**src/rtl/core/npcs_pkg.sv**
```systemverilog
// ----------------------------------------------------------------------------
// npcs_pkg
// Shared types and constants of the nearest palette colour search core.
// ----------------------------------------------------------------------------
package npcs_pkg;

  localparam int unsigned PALETTE_DEPTH = 256;
  localparam int unsigned ADDR_W        = $clog2(PALETTE_DEPTH);
  localparam int unsigned CNT_W         = $clog2(PALETTE_DEPTH + 1);

  localparam int unsigned COLOR_W    = 8;
  localparam int unsigned FLAGS_W    = 8;
  localparam int unsigned SQ_W       = 2 * COLOR_W;
  localparam int unsigned DIST_W     = 22;
  localparam int unsigned IDX_W      = 9;
  localparam int unsigned ENTRY_W    = 3 * COLOR_W + FLAGS_W;
  localparam int unsigned CFG_IDX_W  = 1;
  localparam int unsigned CFG_DATA_W = 9;

  localparam int unsigned W_RED   = 21;
  localparam int unsigned W_GREEN = 24;
  localparam int unsigned W_BLUE  = 10;

  localparam logic [IDX_W-1:0]   COUNT_RESET = IDX_W'(256);
  localparam logic [FLAGS_W-1:0] MASK_RESET  = FLAGS_W'(3);

  localparam logic OP_WRITE = 1'b0;
  localparam logic OP_QUERY = 1'b1;

  localparam logic [CFG_IDX_W-1:0] CFG_ENTRY_COUNT = 1'b0;
  localparam logic [CFG_IDX_W-1:0] CFG_SKIP_MASK   = 1'b1;

  typedef struct packed {
    logic                operation;
    logic [7:0]          entry_index;
    logic [COLOR_W-1:0]  red;
    logic [COLOR_W-1:0]  green;
    logic [COLOR_W-1:0]  blue;
    logic [FLAGS_W-1:0]  entry_flags;
  } req_t;

  typedef struct packed {
    logic [IDX_W-1:0]  best_index;
    logic              found;
    logic [DIST_W-1:0] best_distance;
  } res_t;

  typedef struct packed {
    logic [FLAGS_W-1:0] flags;
    logic [COLOR_W-1:0] blue;
    logic [COLOR_W-1:0] green;
    logic [COLOR_W-1:0] red;
  } entry_t;

  typedef enum logic [1:0] {
    ST_IDLE,
    ST_SCAN,
    ST_DRAIN,
    ST_DONE
  } state_e;

  typedef struct packed {
    logic write;
    logic load;
    logic issue;
  } dp_cmd_t;

  typedef struct packed {
    logic scan_end;
    logic hit;
    logic pipe_busy;
  } dp_status_t;

endpackage

```
**src/rtl/core/npcs_ctrl.sv**
```systemverilog
// ----------------------------------------------------------------------------
// npcs_ctrl
// Sequencer: accepts requests, runs the palette scan and drains the pipeline.
// ----------------------------------------------------------------------------
module npcs_ctrl (
  input  logic                clk_i,
  input  logic                rst_ni,
  input  logic                start_i,
  input  logic                operation_i,
  input  npcs_pkg::dp_status_t status_i,
  output npcs_pkg::dp_cmd_t   cmd_o,
  output logic                busy_o,
  output logic                res_valid_o
);

  npcs_pkg::state_e state_q, state_d;

  always_ff @(posedge clk_i or negedge rst_ni) begin
    if (!rst_ni) begin
      state_q <= npcs_pkg::ST_IDLE;
    end else begin
      state_q <= state_d;
    end
  end

  always_comb begin
    state_d = state_q;
    case (state_q)
      npcs_pkg::ST_IDLE: begin
        if (start_i && (operation_i == npcs_pkg::OP_QUERY)) begin
          state_d = npcs_pkg::ST_SCAN;
        end
      end
      npcs_pkg::ST_SCAN: begin
        if (status_i.scan_end || status_i.hit) begin
          state_d = npcs_pkg::ST_DRAIN;
        end
      end
      npcs_pkg::ST_DRAIN: begin
        if (!status_i.pipe_busy) begin
          state_d = npcs_pkg::ST_DONE;
        end
      end
      npcs_pkg::ST_DONE: begin
        state_d = npcs_pkg::ST_IDLE;
      end
      default: begin
        state_d = npcs_pkg::ST_IDLE;
      end
    endcase
  end

  always_comb begin
    cmd_o       = '0;
    busy_o      = 1'b1;
    res_valid_o = 1'b0;
    case (state_q)
      npcs_pkg::ST_IDLE: begin
        busy_o      = 1'b0;
        cmd_o.write = start_i && (operation_i == npcs_pkg::OP_WRITE);
        cmd_o.load  = start_i && (operation_i == npcs_pkg::OP_QUERY);
      end
      npcs_pkg::ST_SCAN: begin
        cmd_o.issue = !status_i.scan_end && !status_i.hit;
      end
      npcs_pkg::ST_DRAIN: begin
        cmd_o.issue = 1'b0;
      end
      npcs_pkg::ST_DONE: begin
        res_valid_o = 1'b1;
      end
      default: begin
        busy_o = 1'b0;
      end
    endcase
  end

endmodule

```
**config.mk**
```make
export PLATFORM = sky130hd
export DESIGN_NAME = npcs_ctrl
export DESIGN_NICKNAME = d
export VERILOG_FILES = /design/src/rtl/core/npcs_pkg.sv /design/src/rtl/core/npcs_ctrl.sv
export SDC_FILE = /design/constraint.sdc
export NUM_CORES = 1
export LEC_CHECK = 0
export BUFFER_PORTS_ARGS = -buffer_cell sky130_fd_sc_hd__buf_2
export CAP_MARGIN = 40
export CORE_AREA = 10 10 47 49
export DETAILED_ROUTE_END_ITERATION = 8
export DIE_AREA = 0 0 57 59
export HOLD_SLACK_MARGIN = 0.1
export PLACE_DENSITY = 0.47
export SLEW_MARGIN = 20
export SYNTH_ARGS = -nofsm -noshare
export SYNTH_HDL_FRONTEND = slang
export SYNTH_SLANG_ARGS = --single-unit
```
**constraint.sdc**
```tcl
create_clock -name clk_i -period 1.99 [get_ports clk_i]
set_clock_uncertainty 0.15 [all_clocks]
set_input_delay 0.0995 -clock clk_i [delete_from_list [all_inputs] [get_ports clk_i]]
set_output_delay 0.0995 -clock clk_i [all_outputs]
set_load 0.01 [all_outputs]
```
# After elaboration in Yosys (flattened, before gate mapping)
# Cells that the tools add are included.
[op_classes]
n_eq_ne = 6
n_mux = 8
n_bitwise = 1
n_reduce_logical = 8
[ops]
columns = ["cell", "count"]
rows = [
  ["2-bit two-way mux", 4],
  ["2-bit one-hot mux with 4 select lines", 1],
  ["2-bit != test, second input constant", 3],
  ["2-bit equality test, second input constant", 2],
  ["1-bit logical AND", 3],
  ["1-bit two-way mux", 3],
  ["3-bit AND reduction", 1],
  ["2-bit by 1-bit equality test with 1-bit output, second input constant", 1],
  ["1-bit zero test", 2],
  ["2-bit zero test", 1],
  ["1-bit logical OR", 1],
  ["1-bit inverter", 1],
]
[word_totals]
regBits = 2
input_bits = 7
out_inout_bits = 5
word_cells = 24

# Longest topological paths before layout
# Gate-level depths: netlist of the first run.
[depth]
depth_word = 3
mapped_depth = 5
ltp_nobuf = 5

# Worst setup path before layout of the first run
# No wires, ideal clock.
[synth_path]
path_kind = "reg-to-reg"
from = "register state_q[1]"
to = "register state_q[1]"
setup_time_ns = 0.125
t_arrival_ns = 1.302
setup_slack_ns = 0.413
stages_incl_launch_ff = 6
cell_sequence = "dfrtp_1 > inv_1 > ha_1 > nor3b_4 > a221oi_2 > mux2_4"
[synth_via]
elab_chain_len = 3
elab_cells_between_ends = 9
classes_between = "eq/ne (6); mux (1); reduce/logical (2)"
[synth_rtl]
columns = ["element", "line", "text"]
rows = [
  ["start, declared", "npcs_ctrl.sv:16", "npcs_pkg::state_e state_q, state_d;"],
  ["start signal, assigned", "npcs_ctrl.sv:20", "state_q <= npcs_pkg::ST_IDLE;"],
  ["start signal, assigned", "npcs_ctrl.sv:22", "state_q <= state_d;"],
  ["2-bit by 1-bit equality test with 1-bit output (tied with other cells)", "npcs_ctrl.sv:28", "case (state_q)"],
  ["2-bit != test (no line)", "-", ""],
  ["3-bit AND reduction (no line)", "-", ""],
]
# Parallel ways exist; a longest one is shown, timed or not.
# A chain may end at the register's enable or synchronous reset.

# Worst setup path after layout of the first run
[layout_path]
from = "register state_q[0]"
to = "register state_q[1]"
# Same word-level chain as after synthesis.

==> results by group, run 1 <==
Min path
  – Hold EP: state_q[0]
  – HP Start: status_i[2]
  – Hold path cells: 4
  – Class of the tightest hold or removal check: input pin to register

Final layout
  – Share of layout cells above drive strength 1: 48.65%
  – Area growth from synthesis to layout: 61.08%
  – Final Util: 24.02%
  – Layout net count: 51
  – Largest register FFs: 2
  – Commonest non-fill, non-tap cell in the layout: buf_2
  – Commonest non-fill, non-tap cells in the layout: buf_2 (11), ha_1 (5), inv_1 (3), clkbuf_4 (3), dlygate4sd3_1 (3)
  – Design area: 336.6 um^2
  – Antenna cell count: 0
  – Largest Register: state_q
  – Biggest regs: state_q x2

Clocking
  – Clk Latency, worst-skew pair: 220 ps
  – Clk root buf: clkbuf_4
  – Clk slew on worst S/H paths: 30 ps
  – TritonCTS Buffers: 3
  – CTS H-Tree Depth: 1
  – CTS tree: done
  – Clock Tree Buf Depth: 2
  – Post_cts resized: 0
  – CTS sink count: 2
  – Postcts setup bufs: 0
  – Hold Buf Count CTS: 3

Die
  – Site row count: 14
  – I/O Pins: 12
  – Core area: 1401 um^2
  – Die Y: 59 um
  – Starting density of the core: 14.91%
  – Die footprint: 3363 um^2
  – Die width: 57 um

Synthesis
  – Compound-Gate Fraction of Synth Area: 13.77%
  – Flop and latch count out of synthesis: 2
  – XOR/XNOR Fraction of Synth Area: 0%
  – Sequential element share of the synthesized area: 23.95%
  – Mux cell area share after synthesis: 7.186%
  – Top-area cell type share of the netlist area: 29.94%
  – Top post-synthesis cells by area: ha_1 (30%), dfrtp_1 (24%), nor3b_4 (9.0%), a221oi_2 (7.2%), mux2_4 (7.2%)
  – Syn_nets: 32
  – Simple-gate share of the synthesized area: 19.76%
  – Adder-Cell Fraction of Synth Area: 29.94%
  – Largest family of logic cells by synthesized area: adder cells
  – Syn Inst Count: 20
  – Distinct cells, synth: 11
  – Synth warn: 0
  – Mapped Area: 209.0 um^2
  – Post-Syn Area per Cell: 10.45 um^2
  – Synth area leader: ha_1

Setup path
  – CP Class: register to register
  – Critical R2R Capture: state_q[1]
  – Crit path capture type: register
  – CP Launch Type: register
  – Crit Path Max Fanout: 5
  – Crit Reg-Reg Startpoint: state_q[0]
  – Path depth of the worst reg2reg path: 4
  – WP data arrival: 1630 ps
  – Reg2reg setup slack: 310 ps
  – CP Data Required Time: 1940 ps

Drt
  – First-pass iteration count of the detailed router: 4
  – Drt via density: 3.604
  – Number of remaining DRC errors: 0
  – DRT iter0 DRCs: 4
  – DR WL/cell: 10.15 um
  – Via Count: 191
  – WL final: 538 um
  – Post-route ant nets: 0

Timing
  – Final hold violation count: 0
  – RSZ-0062 raised after global routing: no
  – Slew Viols, Final: 0
  – Setup WS post-layout: 313.1 ps
  – Setup_tns: 0 ps
  – Least-Margin Pin Slew: 273.1 ps
  – Fin crit period: 1677 ps
  – # setup viols final: 0
  – Worst slew margin: 81.79%
  – Final period util: 84.26%
  – Max Clk Rate: 0.5963 GHz

Global routing
  – Initial antenna violation count: 0
  – Total track usage: 3.420%
  – Vias in the first global route: 217
  – First-pass GRT wire length: 841 um
  – Largest net degree at the start of global routing: 6
  – Grt total ovfl: 0

Place
  – Placed Area: 284.0 um^2
  – Worst slack, placed: 300.0 ps
  – Gp weighted congestion: 0.7155
  – IO buf count: 11

Power and ir drop
  – Peak supply drop: 0.4668 mV
  – Pwr dens: 1312 nW/um^2
  – P_leak: 0.1854 nW

Flow run
  – Max Cap Viol: 0

Outcome
  – Outcome: finished, final reports clean
==> worst max-delay path: stages, from the launching register on <==
cell and delay (ps):
dfrtp_1 390, inv_1 100, ha_1 270, a221oi_2 320, mux2_4 330
==> logic make-up after synthesis <==
kind of cell / after synthesis
adder cells (fa/ha/maj): 5
multiplexers: 1
AND/OR/NAND/NOR: 6
buffers and inverters: 3
AO/OA/AOI/OAI: 3
flip-flops: 2
==> layout make-up <==
type                            count  area [um^2]
Clock buffer                        3        22.52
Fill cell                         154         1065
Inverter                            3        11.26
Multi-Input combinational cell     15        147.6
Sequential cell                     2        50.05
Tap cell                           16        20.02
Timing Repair Buffer               14        85.08
==> worst max-delay path by stage <==
stage	cells after the start	startpoint	slack, ps	endpoint
after floorplan	5	state_q[1]	410	state_q[1]
after detailed placement	4	state_q[0]	300	state_q[1]
final	4	state_q[0]	310	state_q[1]
after CTS	4	state_q[0]	290	state_q[1]
after global placement	4	state_q[0]	300	state_q[1]
after global routing	4	state_q[0]	210	state_q[1]
==> Yosys cell counts <==
library cell	number
mux2_4	1
a21oi_1	1
a221oi_2	1
nor3b_4	1
dfrtp_1	2
ha_1	5
inv_1	3
nand2_1	2
nor2_1	2
a2bb2oi_1	1
and3_2	1
==> power by group <==
part / internal, mW / total [mW] / switching (mW)
registers: 0.0647 / 0.0868 / 0.0221
clock network: 0.0666 / 0.0902 / 0.0236
logic: 0.142 / 0.264 / 0.123
==> metrics by stage <==
| step | hold WS [ps] | power (mW) | cells |
|---|---|---|---|
| 5_1_grt | 153.5 | 0.4942 | 53 |
| 6_report | 115.0 | 0.4414 | 53 |
| 3_3_place_gp | -264.4 | 0.3531 | 47 |
| 2_1_floorplan | -346.1 | 0.2811 | 20 |
| 3_5_place_dp | -263.2 | 0.3542 | 47 |
| 4_1_cts | 111.2 | 0.4596 | 53 |
==> metal layers <==
| layer | up-vias | GRT usage [%] | share of wire, % |
|---|---|---|---|
| met4 | 0 | 5.034 | 0 |
| met2 | 12 | 3.721 | 35 |
| met5 | - | 0 | 0 |
| li1 | 103 | - | - |
| met1 | 76 | 3.580 | 49 |
| met3 | 0 | 2.146 | 16 |
No activity file was read; power rests on OpenSTA's default activity.
==> run 2, diff against run 1 <==
==> constraint.sdc (replaced) <==
create_clock -name clk_i -period 1.58 [get_ports clk_i]
set_clock_uncertainty 0.15 [all_clocks]
set_input_delay 0.079 -clock clk_i [delete_from_list [all_inputs] [get_ports clk_i]]
set_output_delay 0.079 -clock clk_i [all_outputs]
set_load 0.01 [all_outputs]
==> results by group, run 2 (synthesis results as in run 1) <==
Setup path
  – Crit path from: state_q[1]
  – Crit Path Max Fanout: 3
  – Crit path capture type: register
  – CP Class: register to register
  – Reg2reg setup slack: 7 ps
  – WP data arrival: 1520 ps
  – Critical R2R Capture: state_q[1]
  – Last element of the critical path: state_q[1]
  – Path depth of the worst reg2reg path: 5
  – Crit Reg-Reg Startpoint: state_q[1]
  – CP Launch Type: register
  – CP Data Required Time: 1530 ps

Outcome
  – Outcome: finished, final reports clean

Final layout
  – Share of layout cells above drive strength 1: 67.44%
  – Area growth from synthesis to layout: 91.62%
  – Largest register FFs: 2
  – # fillers: 157
  – Antenna cell count: 0
  – Seq. cell area: 50.05 um^2
  – Layout net count: 57
  – Multi-input logic area: 166.4 um^2
  – Commonest non-fill, non-tap cell in the layout: buf_2
  – Largest Register: state_q
  – Commonest non-fill, non-tap cells in the layout: buf_2 (11), buf_4 (6), ha_2 (3), clkbuf_4 (3), dlygate4sd3_1 (3)
  – Final Util: 28.57%
  – Design area: 400.4 um^2
  – Biggest regs: state_q x2

Place
  – Placed Area: 321.6 um^2
  – Gp weighted congestion: 0.6648
  – Worst slack, placed: -43.60 ps
  – Dpl hpwl: 453.5 um
  – IO buf count: 11

Timing
  – Least-Margin Pin Slew: 240.6 ps
  – Fin crit period: 1573 ps
  – RSZ-0062 raised after global routing: yes
  – # setup viols final: 0
  – Slew Viols, Final: 0
  – Final hold violation count: 0
  – Max Clk Rate: 0.6355 GHz
  – Setup WS post-layout: 6.538 ps
  – Final period util: 99.59%
  – Worst slew margin: 83.96%

Die
  – Site row count: 14
  – Die footprint: 3363 um^2
  – I/O Pins: 12
  – Starting density of the core: 14.91%
  – Die width: 57 um
  – Core area: 1401 um^2
  – Die Y: 59 um

Global routing
  – Vias in the first global route: 223
  – Largest net degree at the start of global routing: 5
  – Grt total ovfl: 0
  – Total track usage: 3.678%
  – Initial antenna violation count: 0
  – First-pass GRT wire length: 945 um

Drt
  – WL met1: 296 um
  – DR WL/cell: 9.966 um
  – Number of remaining DRC errors: 0
  – DRT iter0 DRCs: 1
  – WL met2: 210 um
  – Post-route ant nets: 0
  – Met3 routed WL: 82 um
  – Via Count: 215
  – First-pass iteration count of the detailed router: 2
  – Drt via density: 3.644
  – WL final: 588 um
  – DR top layer: met3

Clocking
  – CTS sink count: 2
  – CTS tree: done
  – Clock Tree Buf Depth: 2
  – Clk Latency, worst-skew pair: 220 ps
  – CTS H-Tree Depth: 1
  – Clk slew on worst S/H paths: 30 ps
  – Clk root buf: clkbuf_4
  – TritonCTS Buffers: 3

Flow run
  – Max Cap Viol: 0

Power and ir drop
  – Pwr dens: 1773 nW/um^2
  – P_leak: 0.2101 nW
  – Peak supply drop: 0.8821 mV

Min path
  – Class of the tightest hold or removal check: input pin to register
## run 2: changes by cell type in the layout (fill, tap and decap cells not counted), moves of 2 or more
| cell | before | now |
|---|---|---|
| buf_4 | 0 | 6 |
| ha_1 | 5 | 2 |
| ha_2 | 0 | 3 |
| inv_1 | 3 | 1 |
| inv_2 | 0 | 2 |
## run 2: layer usage
layer  up-vias  track usage (%)
met2        12            4.031
met3         0            1.931
li1        115                -
met1        88            4.529
met4         0            4.027
met5         -                0
## run 2: layout make-up
type	instances	share of cell area (%)
Inverter	3	2.812
Tap cell	16	5.000
Sequential cell	2	12.50
Clock buffer	3	5.625
Multi-Input combinational cell	15	41.56
Timing Repair Buffer	20	32.50
## run 2: report_power, final
part           switching [mW]  internal (mW)  total, mW
Clock                  0.0279         0.0837      0.112
Combinational           0.197          0.292      0.490
Sequential             0.0270         0.0815      0.108
Total                   0.252          0.457      0.710
## run 2: worst min-delay path by stage
stage	from	end	slack (ps)	depth (start not counted)
floorplan	rst_ni	state_q[0]	-370	0
global placement	rst_ni	state_q[1]	-280	1
detailed placement	rst_ni	state_q[1]	-280	1
CTS	status_i[2]	state_q[0]	110	4
global route	status_i[1]	state_q[0]	170	4
finish	status_i[1]	state_q[0]	120	4
## run 2: repair_timing
action | in CTS | in global routing
hold buffers | 3 | 0
hold endpoints to repair | 4 | 0
pin swaps | 1 | 1
gates resized for setup | 3 | 3
buffers inserted | 1 | 0
endpoints found under the setup margin | 1 | 3
## run 2: worst max-delay path, cell delays in order (launching register included)
cell and delay (ps):
dfrtp_1 380, inv_2 70, ha_2 160, nor3b_4 150, a221oi_4 220, mux2_4 330
## run 2: stage by stage
stage               hold slack (ps)  TNS (ps)  power [mW]  cells
floorplan                    -366.6         0      0.3541     20
global placement             -282.0    -46.86      0.5324     52
detailed placement           -283.7    -43.60      0.5338     52
CTS                           112.1    -40.00      0.6934     59
global route                  171.6    -233.4      0.7892     59
finish                        119.7         0      0.7097     59
